`src/hsfd_pkg.sv`:
```
// ============================================================================
// hsfd_pkg: shared types, constants and functions of the frame decoder
// CRC-8 step, fixed-point scaling constants and the front-to-back record.
// ============================================================================
package hsfd_pkg;

  // CRC-8, polynomial x^8+x^5+x^4+1, MSB first, no final XOR
  localparam logic [7:0] CrcPoly = 8'h31;
  localparam logic [7:0] CrcInit = 8'hFF;

  // Byte positions within a six-byte reply
  localparam logic [2:0] PosFirst = 3'd0;
  localparam logic [2:0] PosCrcA  = 3'd2;
  localparam logic [2:0] PosAfterCrcA = 3'd3;
  localparam logic [2:0] PosHumLo = 3'd4;
  localparam logic [2:0] PosCrcB  = 3'd5;
  localparam logic [2:0] PosLast  = 3'd5;

  // Scaling: out = floor(span * raw / 65535) - offset
  localparam logic [30:0] TempSpan   = 31'd17500;
  localparam logic [14:0] TempOffset = 15'd4500;
  localparam logic [30:0] HumSpan    = 31'd12500;
  localparam logic [14:0] HumOffset  = 15'd600;
  localparam logic [14:0] HumClip    = 15'd10600;  // offset + max
  localparam logic [13:0] HumMax     = 14'd10000;
  localparam logic [16:0] FullScale  = 17'd65535;

  // Queue between front and back
  localparam int unsigned FifoDepth = 2;
  localparam int unsigned FifoAw    = $clog2(FifoDepth);
  localparam int unsigned FifoCw    = $clog2(FifoDepth + 1);

  typedef struct packed {
    logic [15:0] raw_t;
    logic [15:0] raw_h;
    logic        first_ok;
    logic        second_ok;
  } hsfd_rec_t;

  typedef struct packed {
    logic full;
    logic not_empty;
  } hsfd_fifo_stat_t;

  function automatic logic [7:0] crc8_update(input logic [7:0] crc, input logic [7:0] b);
    logic [7:0] c;
    c = crc ^ b;
    for (int k = 0; k < 8; k++) begin
      c = c[7] ? ({c[6:0], 1'b0} ^ CrcPoly) : {c[6:0], 1'b0};
    end
    return c;
  endfunction

  // floor(x / 65535) for x < 2^31: x>>16 undershoots by at most one
  function automatic logic [14:0] div_full_scale(input logic [30:0] x);
    logic [14:0] q0;
    logic [16:0] r;
    q0 = x[30:16];
    r  = {1'b0, x[15:0]} + {2'b00, q0};
    return (r >= FullScale) ? q0 + 15'd1 : q0;
  endfunction

endpackage

```
`src/hsfd_if.sv`:
```
// ============================================================================
// hsfd_if: valid/ready channels of the frame decoder
// Byte input channel and decoded reply output channel.
// ============================================================================
interface hsfd_in_if;
  logic       valid;
  logic       ready;
  logic [7:0] rx_byte;
  logic       frame_start;

  modport source (output valid, rx_byte, frame_start, input ready);
  modport sink   (input valid, rx_byte, frame_start, output ready);
endinterface

interface hsfd_out_if;
  logic               valid;
  logic               ready;
  logic [15:0]        raw_temperature;
  logic [15:0]        raw_humidity;
  logic [31:0]        serial_number;
  logic signed [14:0] temperature_centi;
  logic [13:0]        humidity_centi;
  logic               first_crc_ok;
  logic               second_crc_ok;
  logic               frame_ok;

  modport source (output valid, raw_temperature, raw_humidity, serial_number,
                  temperature_centi, humidity_centi, first_crc_ok, second_crc_ok,
                  frame_ok, input ready);
  modport sink   (input valid, raw_temperature, raw_humidity, serial_number,
                  temperature_centi, humidity_centi, first_crc_ok, second_crc_ok,
                  frame_ok, output ready);
endinterface

```
`src/hsfd_front.sv`:
```
// ============================================================================
// hsfd_front: byte framing and CRC check
// Tracks the byte position, runs the CRC and pushes one record per reply.
// ============================================================================
module hsfd_front (
  input  logic                     clk_i,
  input  logic                     rst_ni,
  hsfd_in_if.sink                  in_i,
  input  hsfd_pkg::hsfd_fifo_stat_t fifo_stat_i,
  output logic                     push_o,
  output hsfd_pkg::hsfd_rec_t      push_rec_o
);

  logic [2:0] pos_q, pos_d, pos_eff;
  logic [7:0] crc_q, crc_d, crc_cur, crc_upd;
  logic       first_ok_q, first_ok_d;
  logic [7:0] byte0_q, byte1_q, byte3_q, byte4_q;
  logic       accept;

  assign in_i.ready = !fifo_stat_i.full;
  assign accept     = in_i.valid && in_i.ready;

  always_comb begin
    pos_eff    = (in_i.frame_start || (pos_q > hsfd_pkg::PosLast)) ? hsfd_pkg::PosFirst : pos_q;
    crc_cur    = (pos_eff == hsfd_pkg::PosFirst) ? hsfd_pkg::CrcInit : crc_q;
    crc_upd    = hsfd_pkg::crc8_update(crc_cur, in_i.rx_byte);
    pos_d      = pos_q;
    crc_d      = crc_q;
    first_ok_d = first_ok_q;
    push_o     = 1'b0;
    if (accept) begin
      case (pos_eff)
        hsfd_pkg::PosCrcA: begin
          first_ok_d = (crc_cur == in_i.rx_byte);
          crc_d      = hsfd_pkg::CrcInit;
          pos_d      = hsfd_pkg::PosAfterCrcA;
        end
        hsfd_pkg::PosCrcB: begin
          push_o = 1'b1;
          crc_d  = hsfd_pkg::CrcInit;
          pos_d  = hsfd_pkg::PosFirst;
        end
        default: begin
          crc_d = crc_upd;
          pos_d = pos_eff + 3'd1;
        end
      endcase
    end
  end

  assign push_rec_o.raw_t     = {byte0_q, byte1_q};
  assign push_rec_o.raw_h     = {byte3_q, byte4_q};
  assign push_rec_o.first_ok  = first_ok_q;
  assign push_rec_o.second_ok = (crc_cur == in_i.rx_byte);

  always_ff @(posedge clk_i or negedge rst_ni) begin
    if (!rst_ni) begin
      pos_q      <= hsfd_pkg::PosFirst;
      crc_q      <= hsfd_pkg::CrcInit;
      first_ok_q <= 1'b0;
    end else begin
      pos_q      <= pos_d;
      crc_q      <= crc_d;
      first_ok_q <= first_ok_d;
    end
  end

  // data bytes, no reset
  always_ff @(posedge clk_i) begin
    if (accept) begin
      case (pos_eff)
        3'd0:              byte0_q <= in_i.rx_byte;
        3'd1:              byte1_q <= in_i.rx_byte;
        3'd3:              byte3_q <= in_i.rx_byte;
        hsfd_pkg::PosHumLo: byte4_q <= in_i.rx_byte;
        default: ;
      endcase
    end
  end

  a_pos_range: assert property (@(posedge clk_i) disable iff (!rst_ni)
    pos_q <= hsfd_pkg::PosLast)
    else $error("byte position out of range");

  a_push_on_last: assert property (@(posedge clk_i) disable iff (!rst_ni)
    push_o |-> (accept && pos_eff == hsfd_pkg::PosCrcB && !fifo_stat_i.full))
    else $error("record pushed outside last byte transfer");

endmodule

```
`src/hsfd_fifo.sv`:
```
// ============================================================================
// hsfd_fifo: short record queue between front and back
// Show-ahead register queue; decouples framing from conversion.
// ============================================================================
module hsfd_fifo (
  input  logic                      clk_i,
  input  logic                      rst_ni,
  input  logic                      push_i,
  input  hsfd_pkg::hsfd_rec_t       push_rec_i,
  input  logic                      pop_i,
  output hsfd_pkg::hsfd_rec_t       pop_rec_o,
  output hsfd_pkg::hsfd_fifo_stat_t stat_o
);

  hsfd_pkg::hsfd_rec_t               mem_q [hsfd_pkg::FifoDepth];
  logic [hsfd_pkg::FifoAw-1:0]       wr_ptr_q, rd_ptr_q;
  logic [hsfd_pkg::FifoCw-1:0]       cnt_q;
  logic                              do_push, do_pop;

  assign stat_o.full      = (cnt_q == hsfd_pkg::FifoCw'(hsfd_pkg::FifoDepth));
  assign stat_o.not_empty = (cnt_q != '0);
  assign do_push          = push_i && !stat_o.full;
  assign do_pop           = pop_i && stat_o.not_empty;
  assign pop_rec_o        = mem_q[rd_ptr_q];

  always_ff @(posedge clk_i or negedge rst_ni) begin
    if (!rst_ni) begin
      wr_ptr_q <= '0;
      rd_ptr_q <= '0;
      cnt_q    <= '0;
    end else begin
      if (do_push) wr_ptr_q <= wr_ptr_q + 1'b1;
      if (do_pop)  rd_ptr_q <= rd_ptr_q + 1'b1;
      case ({do_push, do_pop})
        2'b10:   cnt_q <= cnt_q + 1'b1;
        2'b01:   cnt_q <= cnt_q - 1'b1;
        default: ;
      endcase
    end
  end

  always_ff @(posedge clk_i) begin
    if (do_push) mem_q[wr_ptr_q] <= push_rec_i;
  end

  a_no_overflow: assert property (@(posedge clk_i) disable iff (!rst_ni)
    push_i |-> !stat_o.full)
    else $error("push into full queue");

endmodule

```
`src/hsfd_back.sv`:
```
// ============================================================================
// hsfd_back: fixed-point conversion and output register
// Stage 1 scales the raw words, stage 2 divides, offsets and clamps humidity.
// ============================================================================
module hsfd_back (
  input  logic                      clk_i,
  input  logic                      rst_ni,
  input  hsfd_pkg::hsfd_fifo_stat_t fifo_stat_i,
  input  hsfd_pkg::hsfd_rec_t       rec_i,
  output logic                      pop_o,
  hsfd_out_if.source                res_o
);

  logic                s1_v_q, out_v_q;
  hsfd_pkg::hsfd_rec_t s1_rec_q, out_rec_q;
  logic [30:0]         s1_xt_q, s1_xh_q;
  logic signed [14:0]  out_t_q, t_d;
  logic [13:0]         out_h_q, h_d;
  logic [14:0]         qt, qh;
  logic                out_free, s1_ready;

  assign out_free = !out_v_q || res_o.ready;
  assign s1_ready = !s1_v_q || out_free;
  assign pop_o    = fifo_stat_i.not_empty && s1_ready;

  always_comb begin
    qt  = hsfd_pkg::div_full_scale(s1_xt_q);
    qh  = hsfd_pkg::div_full_scale(s1_xh_q);
    t_d = $signed(qt - hsfd_pkg::TempOffset);
    if (qh < hsfd_pkg::HumOffset) begin
      h_d = '0;
    end else if (qh > hsfd_pkg::HumClip) begin
      h_d = hsfd_pkg::HumMax;
    end else begin
      h_d = 14'(qh - hsfd_pkg::HumOffset);
    end
  end

  always_ff @(posedge clk_i or negedge rst_ni) begin
    if (!rst_ni) begin
      s1_v_q  <= 1'b0;
      out_v_q <= 1'b0;
    end else begin
      if (s1_ready) s1_v_q  <= pop_o;
      if (out_free) out_v_q <= s1_v_q;
    end
  end

  always_ff @(posedge clk_i) begin
    if (pop_o) begin
      s1_rec_q <= rec_i;
      s1_xt_q  <= {15'd0, rec_i.raw_t} * hsfd_pkg::TempSpan;
      s1_xh_q  <= {15'd0, rec_i.raw_h} * hsfd_pkg::HumSpan;
    end
    if (s1_v_q && out_free) begin
      out_rec_q <= s1_rec_q;
      out_t_q   <= t_d;
      out_h_q   <= h_d;
    end
  end

  assign res_o.valid             = out_v_q;
  assign res_o.raw_temperature   = out_rec_q.raw_t;
  assign res_o.raw_humidity      = out_rec_q.raw_h;
  assign res_o.serial_number     = {out_rec_q.raw_t, out_rec_q.raw_h};
  assign res_o.temperature_centi = out_t_q;
  assign res_o.humidity_centi    = out_h_q;
  assign res_o.first_crc_ok      = out_rec_q.first_ok;
  assign res_o.second_crc_ok     = out_rec_q.second_ok;
  assign res_o.frame_ok          = out_rec_q.first_ok && out_rec_q.second_ok;

  a_hum_clamped: assert property (@(posedge clk_i) disable iff (!rst_ni)
    out_v_q |-> (out_h_q <= hsfd_pkg::HumMax))
    else $error("humidity above full scale");

  a_temp_range: assert property (@(posedge clk_i) disable iff (!rst_ni)
    out_v_q |-> (out_t_q >= -15'sd4500 && out_t_q <= 15'sd13000))
    else $error("temperature out of range");

endmodule

```
`src/humidity_sensor_frame_decoder.sv`:
```
// ============================================================================
// humidity_sensor_frame_decoder: six-byte sensor reply decoder
// Checks both CRC-8 bytes of a reply and converts its words to centi units.
// ============================================================================
// Usage:
//   in_i  carries one reply byte per transfer (rx_byte) plus frame_start,
//         which forces that byte to be byte 0 of a new reply. After byte 5
//         the position wraps to 0 by itself.
//   res_o carries one result per completed reply: both raw words, their
//         concatenation as serial number, temperature and humidity in
//         hundredths, and the two CRC flags plus frame_ok.
// Throughput: one byte per cycle while the queue has room. The CRC is eight
//   unrolled XOR steps in the front; the back takes one record per cycle
//   while res_o is ready, in a two-stage multiply / divide-by-65535 pipeline.
// Path: the transfer of byte 5 writes its record into the queue, then the
//   scaling multiply fills stage 1, then divide and clamp fill the output
//   register.
// Stall: while res_o is held off, results wait in the back stages and the
//   two-entry queue; in_i drops ready only when that queue is full.
// Reset: position returns to byte 0, the CRC to 0xFF, all stages empty.
// ============================================================================
module humidity_sensor_frame_decoder (
  input  logic       clk_i,
  input  logic       rst_ni,
  hsfd_in_if.sink    in_i,
  hsfd_out_if.source res_o
);

  // front -> queue
  logic                      push;
  hsfd_pkg::hsfd_rec_t       push_rec;
  // queue -> back
  logic                      pop;
  hsfd_pkg::hsfd_rec_t       pop_rec;
  hsfd_pkg::hsfd_fifo_stat_t fifo_stat;

  // Framing, CRC check and byte capture
  hsfd_front u_front (
    .clk_i       (clk_i),
    .rst_ni      (rst_ni),
    .in_i        (in_i),
    .fifo_stat_i (fifo_stat),
    .push_o      (push),
    .push_rec_o  (push_rec)
  );

  // Record queue decoupling the two halves
  hsfd_fifo u_fifo (
    .clk_i      (clk_i),
    .rst_ni     (rst_ni),
    .push_i     (push),
    .push_rec_i (push_rec),
    .pop_i      (pop),
    .pop_rec_o  (pop_rec),
    .stat_o     (fifo_stat)
  );

  // Scaling pipeline and output register
  hsfd_back u_back (
    .clk_i       (clk_i),
    .rst_ni      (rst_ni),
    .fifo_stat_i (fifo_stat),
    .rec_i       (pop_rec),
    .pop_o       (pop),
    .res_o       (res_o)
  );

endmodule

```
`src/flat_wrapper.sv`:
```
// flat-port wrapper written by rule: the top's interface ports become plain ports
module humidity_sensor_frame_decoder_flat 
  (clk_i, rst_ni, in_i_valid, in_i_rx_byte, in_i_frame_start, in_i_ready, res_o_valid, res_o_raw_temperature, res_o_raw_humidity, res_o_serial_number, res_o_temperature_centi, res_o_humidity_centi, res_o_first_crc_ok, res_o_second_crc_ok, res_o_frame_ok, res_o_ready);
  hsfd_in_if in_i_i ();
  hsfd_out_if res_o_i ();
  input  logic clk_i;
  input  logic rst_ni;
  input wire logic [$bits(in_i_i.valid)-1:0] in_i_valid;
  input wire logic [$bits(in_i_i.rx_byte)-1:0] in_i_rx_byte;
  input wire logic [$bits(in_i_i.frame_start)-1:0] in_i_frame_start;
  output wire logic [$bits(in_i_i.ready)-1:0] in_i_ready;
  output wire logic [$bits(res_o_i.valid)-1:0] res_o_valid;
  output wire logic [$bits(res_o_i.raw_temperature)-1:0] res_o_raw_temperature;
  output wire logic [$bits(res_o_i.raw_humidity)-1:0] res_o_raw_humidity;
  output wire logic [$bits(res_o_i.serial_number)-1:0] res_o_serial_number;
  output wire logic [$bits(res_o_i.temperature_centi)-1:0] res_o_temperature_centi;
  output wire logic [$bits(res_o_i.humidity_centi)-1:0] res_o_humidity_centi;
  output wire logic [$bits(res_o_i.first_crc_ok)-1:0] res_o_first_crc_ok;
  output wire logic [$bits(res_o_i.second_crc_ok)-1:0] res_o_second_crc_ok;
  output wire logic [$bits(res_o_i.frame_ok)-1:0] res_o_frame_ok;
  input wire logic [$bits(res_o_i.ready)-1:0] res_o_ready;
  assign in_i_i.valid = in_i_valid;
  assign in_i_i.rx_byte = in_i_rx_byte;
  assign in_i_i.frame_start = in_i_frame_start;
  assign in_i_ready = in_i_i.ready;
  assign res_o_valid = res_o_i.valid;
  assign res_o_raw_temperature = res_o_i.raw_temperature;
  assign res_o_raw_humidity = res_o_i.raw_humidity;
  assign res_o_serial_number = res_o_i.serial_number;
  assign res_o_temperature_centi = res_o_i.temperature_centi;
  assign res_o_humidity_centi = res_o_i.humidity_centi;
  assign res_o_first_crc_ok = res_o_i.first_crc_ok;
  assign res_o_second_crc_ok = res_o_i.second_crc_ok;
  assign res_o_frame_ok = res_o_i.frame_ok;
  assign res_o_i.ready = res_o_ready;
  humidity_sensor_frame_decoder u_core (.clk_i(clk_i), .rst_ni(rst_ni), .in_i(in_i_i), .res_o(res_o_i));
endmodule
```
`config.mk`:
```
export PLATFORM = sky130hd
export DESIGN_NAME = humidity_sensor_frame_decoder_flat
export DESIGN_NICKNAME = d
export VERILOG_FILES = /design/src/hsfd_pkg.sv /design/src/hsfd_if.sv /design/src/hsfd_front.sv /design/src/hsfd_fifo.sv /design/src/hsfd_back.sv /design/src/humidity_sensor_frame_decoder.sv /design/src/flat_wrapper.sv
export SDC_FILE = /design/constraint.sdc
export NUM_CORES = 1
export LEC_CHECK = 0
export BUFFER_PORTS_ARGS = -buffer_cell sky130_fd_sc_hd__clkbuf_2
export CELL_PAD_IN_SITES_DETAIL_PLACEMENT = 1
export CELL_PAD_IN_SITES_GLOBAL_PLACEMENT = 1
export CORE_UTILIZATION = 50
export CTS_CLUSTER_DIAMETER = 60
export DETAILED_ROUTE_END_ITERATION = 8
export PLACE_DENSITY_LB_ADDON = 0.05
export SLEW_MARGIN = 30
export SYNTH_ARGS = -nofsm -noshare
export SYNTH_HDL_FRONTEND = slang
export SYNTH_SLANG_ARGS = --single-unit
```
`constraint.sdc`:
```
create_clock -name clk_i -period 19.5 [get_ports clk_i]
set_clock_uncertainty 0.05 [all_clocks]
set_input_delay 3.9 -clock clk_i [delete_from_list [all_inputs] [get_ports clk_i]]
set_output_delay 3.9 -clock clk_i [all_outputs]
set_load 0.005 [all_outputs]
```
==> results.sh <==
export IMPL_drive_gt1_share_pct=13.2
export IMPL_crit_fanout=21
export IMPL_finalCriticalPeriod_ns=7.01
export IMPL_num_io_pins=111
export IMPL_mostFrequentLayoutCells="inv_1 (257), edfxtp_1 (251), ha_1 (232)"
export IMPL_fillCellCount=3865
export IMPL_synth_edff_count=251
export IMPL_clk_pin_slew_ns=0.06
export IMPL_cts_tree="built"
export IMPL_htree_levels=2
export IMPL_ys_seq_area_share_pct=42.4
export IMPL_drt_iter0_drc=446
export IMPL_grt_max_degree=72
export IMPL_grt_pass1_vias=12900
export IMPL_rsz0062_at_grt="false"
export IMPL_die_area_sq_mm=0.0385
export IMPL_fmax_mhz=143
export IMPL_max_slew_worst_pin_slew_ns=0.851
export IMPL_ys_ff_latch=269
export IMPL_cts_resized=0
export IMPL_critPathKind="flop to flop"
export IMPL_cts_root_buffer_cell="clkbuf_16"
export IMPL_arrival_ns=7.25
export IMPL_yosys_warnings=0
export IMPL_cap_violations=0
export IMPL_grt_overflow_total=0
export IMPL_ant_nets=0
export IMPL_mostFrequentLayoutCell="inv_1"
export IMPL_tns_ns=0
export IMPL_slowest_delay_ns=0.87
export IMPL_grt_pass1_wl_microns=68800
export IMPL_vias_per_cell=5.37
export IMPL_core_sq_mm=0.0369
export IMPL_syn_to_final_growth_pct=10.7
export IMPL_clockBufferDepth=3
export IMPL_antenna_found_initial=0
export IMPL_antennaDiodeCount=0
export IMPL_firstDrtPassIters=5
export IMPL_fin_util_pct=56.7
export IMPL_synthArstFlopShare_pct=6.69
export IMPL_clock_latency_ns=0.55
export IMPL_synth_area_sq_mm=0.0189
export IMPL_synth_top_area_share_pct=39.9
export IMPL_dp_hpwl_microns=33200
export IMPL_drc=0
export IMPL_clock_sinks=269
export IMPL_worstPathRequired_ns=19.74
export IMPL_cp_start_kind="flop"
export IMPL_slew_limit_headroom_pct=41.8
export IMPL_cp_common_cell="ha_1"
export IMPL_synth_area_top_cells="edfxtp_1 (40%), ha_1 (15%), fa_1 (9.6%), inv_1 (5.1%), xnor2_1 (3.9%)"
export IMPL_slew_violations=0
export IMPL_die_h_microns=196
export IMPL_gp_congestion=0.830
export IMPL_numCtsBuffers=34
export IMPL_rows=70
export IMPL_hold_class="flop to flop"
export IMPL_grt_usage_pct=22.9
export IMPL_final_hold_violation_count=0
export IMPL_ys_types=75
export IMPL_drt_wl_total_microns=42500
export IMPL_cp_slowest_cell="dfrtp_1"
export IMPL_synth_top_cell_by_area="edfxtp_1"
export IMPL_nets=2063
export IMPL_initial_utilization_pct=51.2
export IMPL_critPathCaptureType="flop"
export IMPL_status="finished, final reports clean"
export IMPL_cts_setup_buffers=0
export IMPL_crit_chain="buf_4 > mux2_2 > ha_1 > inv_1 > fa_1 > inv_1 > ha_1 > ha_1 > ha_1 > ha_1 > fa_1 > a21o_1 > a21oi_1 > o21bai_1 > a21o_1 > a21oi_1 > o211ai_1 > nand2_1 > o2111ai_1 > a21o_1 > a221oi_1 > o2111ai_1 > a31o_2"
export IMPL_syn_nets=1978
export IMPL_min_period_over_period_pct=36.0
export IMPL_wl_per_cell_microns=18.8
export IMPL_avgSynthCellArea_sq_um=11.5
export IMPL_setup_violations=0
export IMPL_vias=12100
export IMPL_hold_buffers=0
export IMPL_port_buffers=110
export IMPL_synth_ff_type="edfxtp_1"
export IMPL_fp_dieW_microns=196
export IMPL_syn_inst=1642
layer usage:
metal | wire, microns | global-route usage (%) | up-vias
met5 | 0 | 0 | -
met4 | 975 | 6.54 | 0
met3 | 1390 | 3.83 | 55
met2 | 20300 | 38.9 | 193
met1 | 19800 | 30.2 | 5957
li1 | - | - | 5909
final timing paths:
| kind | to | slack [ns] | start | cells past startpoint |
|---|---|---|---|---|
| worst max-delay path | u_core.u_back.s1_xt_q[30] | 12.49 | u_core.u_fifo.rd_ptr_q | 23 |
| worst min-delay path | u_core.u_back.res_o.raw_humidity[15] | 0.37 | u_core.u_back.s1_rec_q[17] | 0 |
| worst max register to register | u_core.u_back.s1_xt_q[30] | 12.49 | u_core.u_fifo.rd_ptr_q | 23 |
| worst min register to register | u_core.u_back.res_o.raw_humidity[15] | 0.37 | u_core.u_back.s1_rec_q[17] | 0 |
| max in group asynchronous | u_core.u_front.crc_q[4] | 15.75 | rst_ni | 1 |
| min in group asynchronous | u_core.u_front.pos_q[1] | 3.28 | rst_ni | 1 |
metrics by stage:
stage / std cells / hold WS [ns] / setup slack (ns) / instance area (sq um)
after global routing: 2256 / 0.377 / 12.12 / 20900
after CTS: 2255 / 0.371 / 12.45 / 20900
final: 2256 / 0.370 / 12.49 / 20900
after floorplan: 1642 / 0.350 / 9.94 / 18900
after global placement: 2194 / 0.351 / 12.64 / 19700
after detailed placement: 2194 / 0.357 / 12.51 / 19800
synthesized netlist by cell type, types with 5 or more instances:
master and number:
nand2_1 64, clkbuf_1 33, o211ai_1 12, a21oi_1 56, dfstp_2 8, a31o_2 5, and3_1 18, a31oi_1 8
buf_4 33, inv_1 257, o31ai_1 8, dfrtp_1 10, nor3_1 26, a211oi_1 7, edfxtp_1 251, nor2b_1 12
o2111ai_1 9, fa_1 91, a21o_1 22, nand2b_1 13, nor4_1 10, o21a_1 11, mux2_2 25, nand4_1 12
xnor2_1 84, or3_1 7, nand3_1 31, o21ai_0 41, nor2_1 85, o21ai_1 7, nor3_2 8, o21bai_1 8
mux2i_1 21, and2_1 10, ha_1 232, xor2_1 31
layout make-up:
cell class / count / area (sq um) / area share [%]
Inverter: 257 / 965 / 4.62
Timing Repair Buffer: 119 / 642 / 3.07
Sequential cell: 269 / 8000 / 38.3
Clock inverter: 17 / 201 / 0.964
Tap cell: 504 / 631 / 3.02
Multi-Input combinational cell: 1046 / 9560 / 45.8
Clock buffer: 44 / 898 / 4.30
kinds of logic after synthesis:
logic type      count (synthesis)  synth area share [%]
fa+ha+maj                     323                  25.0
xor+xnor                      115                  5.33
simple gates                  310                  8.23
compound gates                252                  9.22
flops                         269                  42.4
buf+inv                       327                  7.24
mux                            46                  2.60
state kept, by name, summed over array words and instances (netlist names):
name and count:
u_core.u_back.res_o.first_crc_ok 1, u_core.u_back.res_o.temperature_centi 15, u_core.u_back.res_o.valid 1, u_core.u_front.byte1_q 8, u_core.u_back.res_o.second_crc_ok 1, u_core.u_back.s1_xt_q 28, u_core.u_front.byte3_q 8, u_core.u_front.first_ok_q 1
u_core.u_front.byte0_q 8, u_core.u_back.res_o.humidity_centi 14, u_core.u_fifo.rd_ptr_q 1, u_core.u_back.s1_v_q 1, u_core.u_fifo.wr_ptr_q 1, u_core.u_front.byte4_q 8, u_core.u_back.res_o.raw_humidity 16, u_core.u_back.res_o.raw_temperature 16
u_core.u_back.s1_rec_q 34, u_core.u_fifo.cnt_q 2, u_core.u_front.crc_q 8, u_core.u_front.pos_q 3, u_core.u_fifo.mem_q 68, u_core.u_back.s1_xh_q 26
critical path, delay by kind of cell (launching register included):
family,cells,cell delay (ns)
mux,1,0.45
simple gates,1,0.13
flops,1,0.87
fa+ha+maj,7,2.36
compound gates,11,2.37
buf+inv,3,0.53
Power is left out: the tool's default activity adds up to more than one toggle a clock period on the data nets, which glitch-free logic cannot reach.
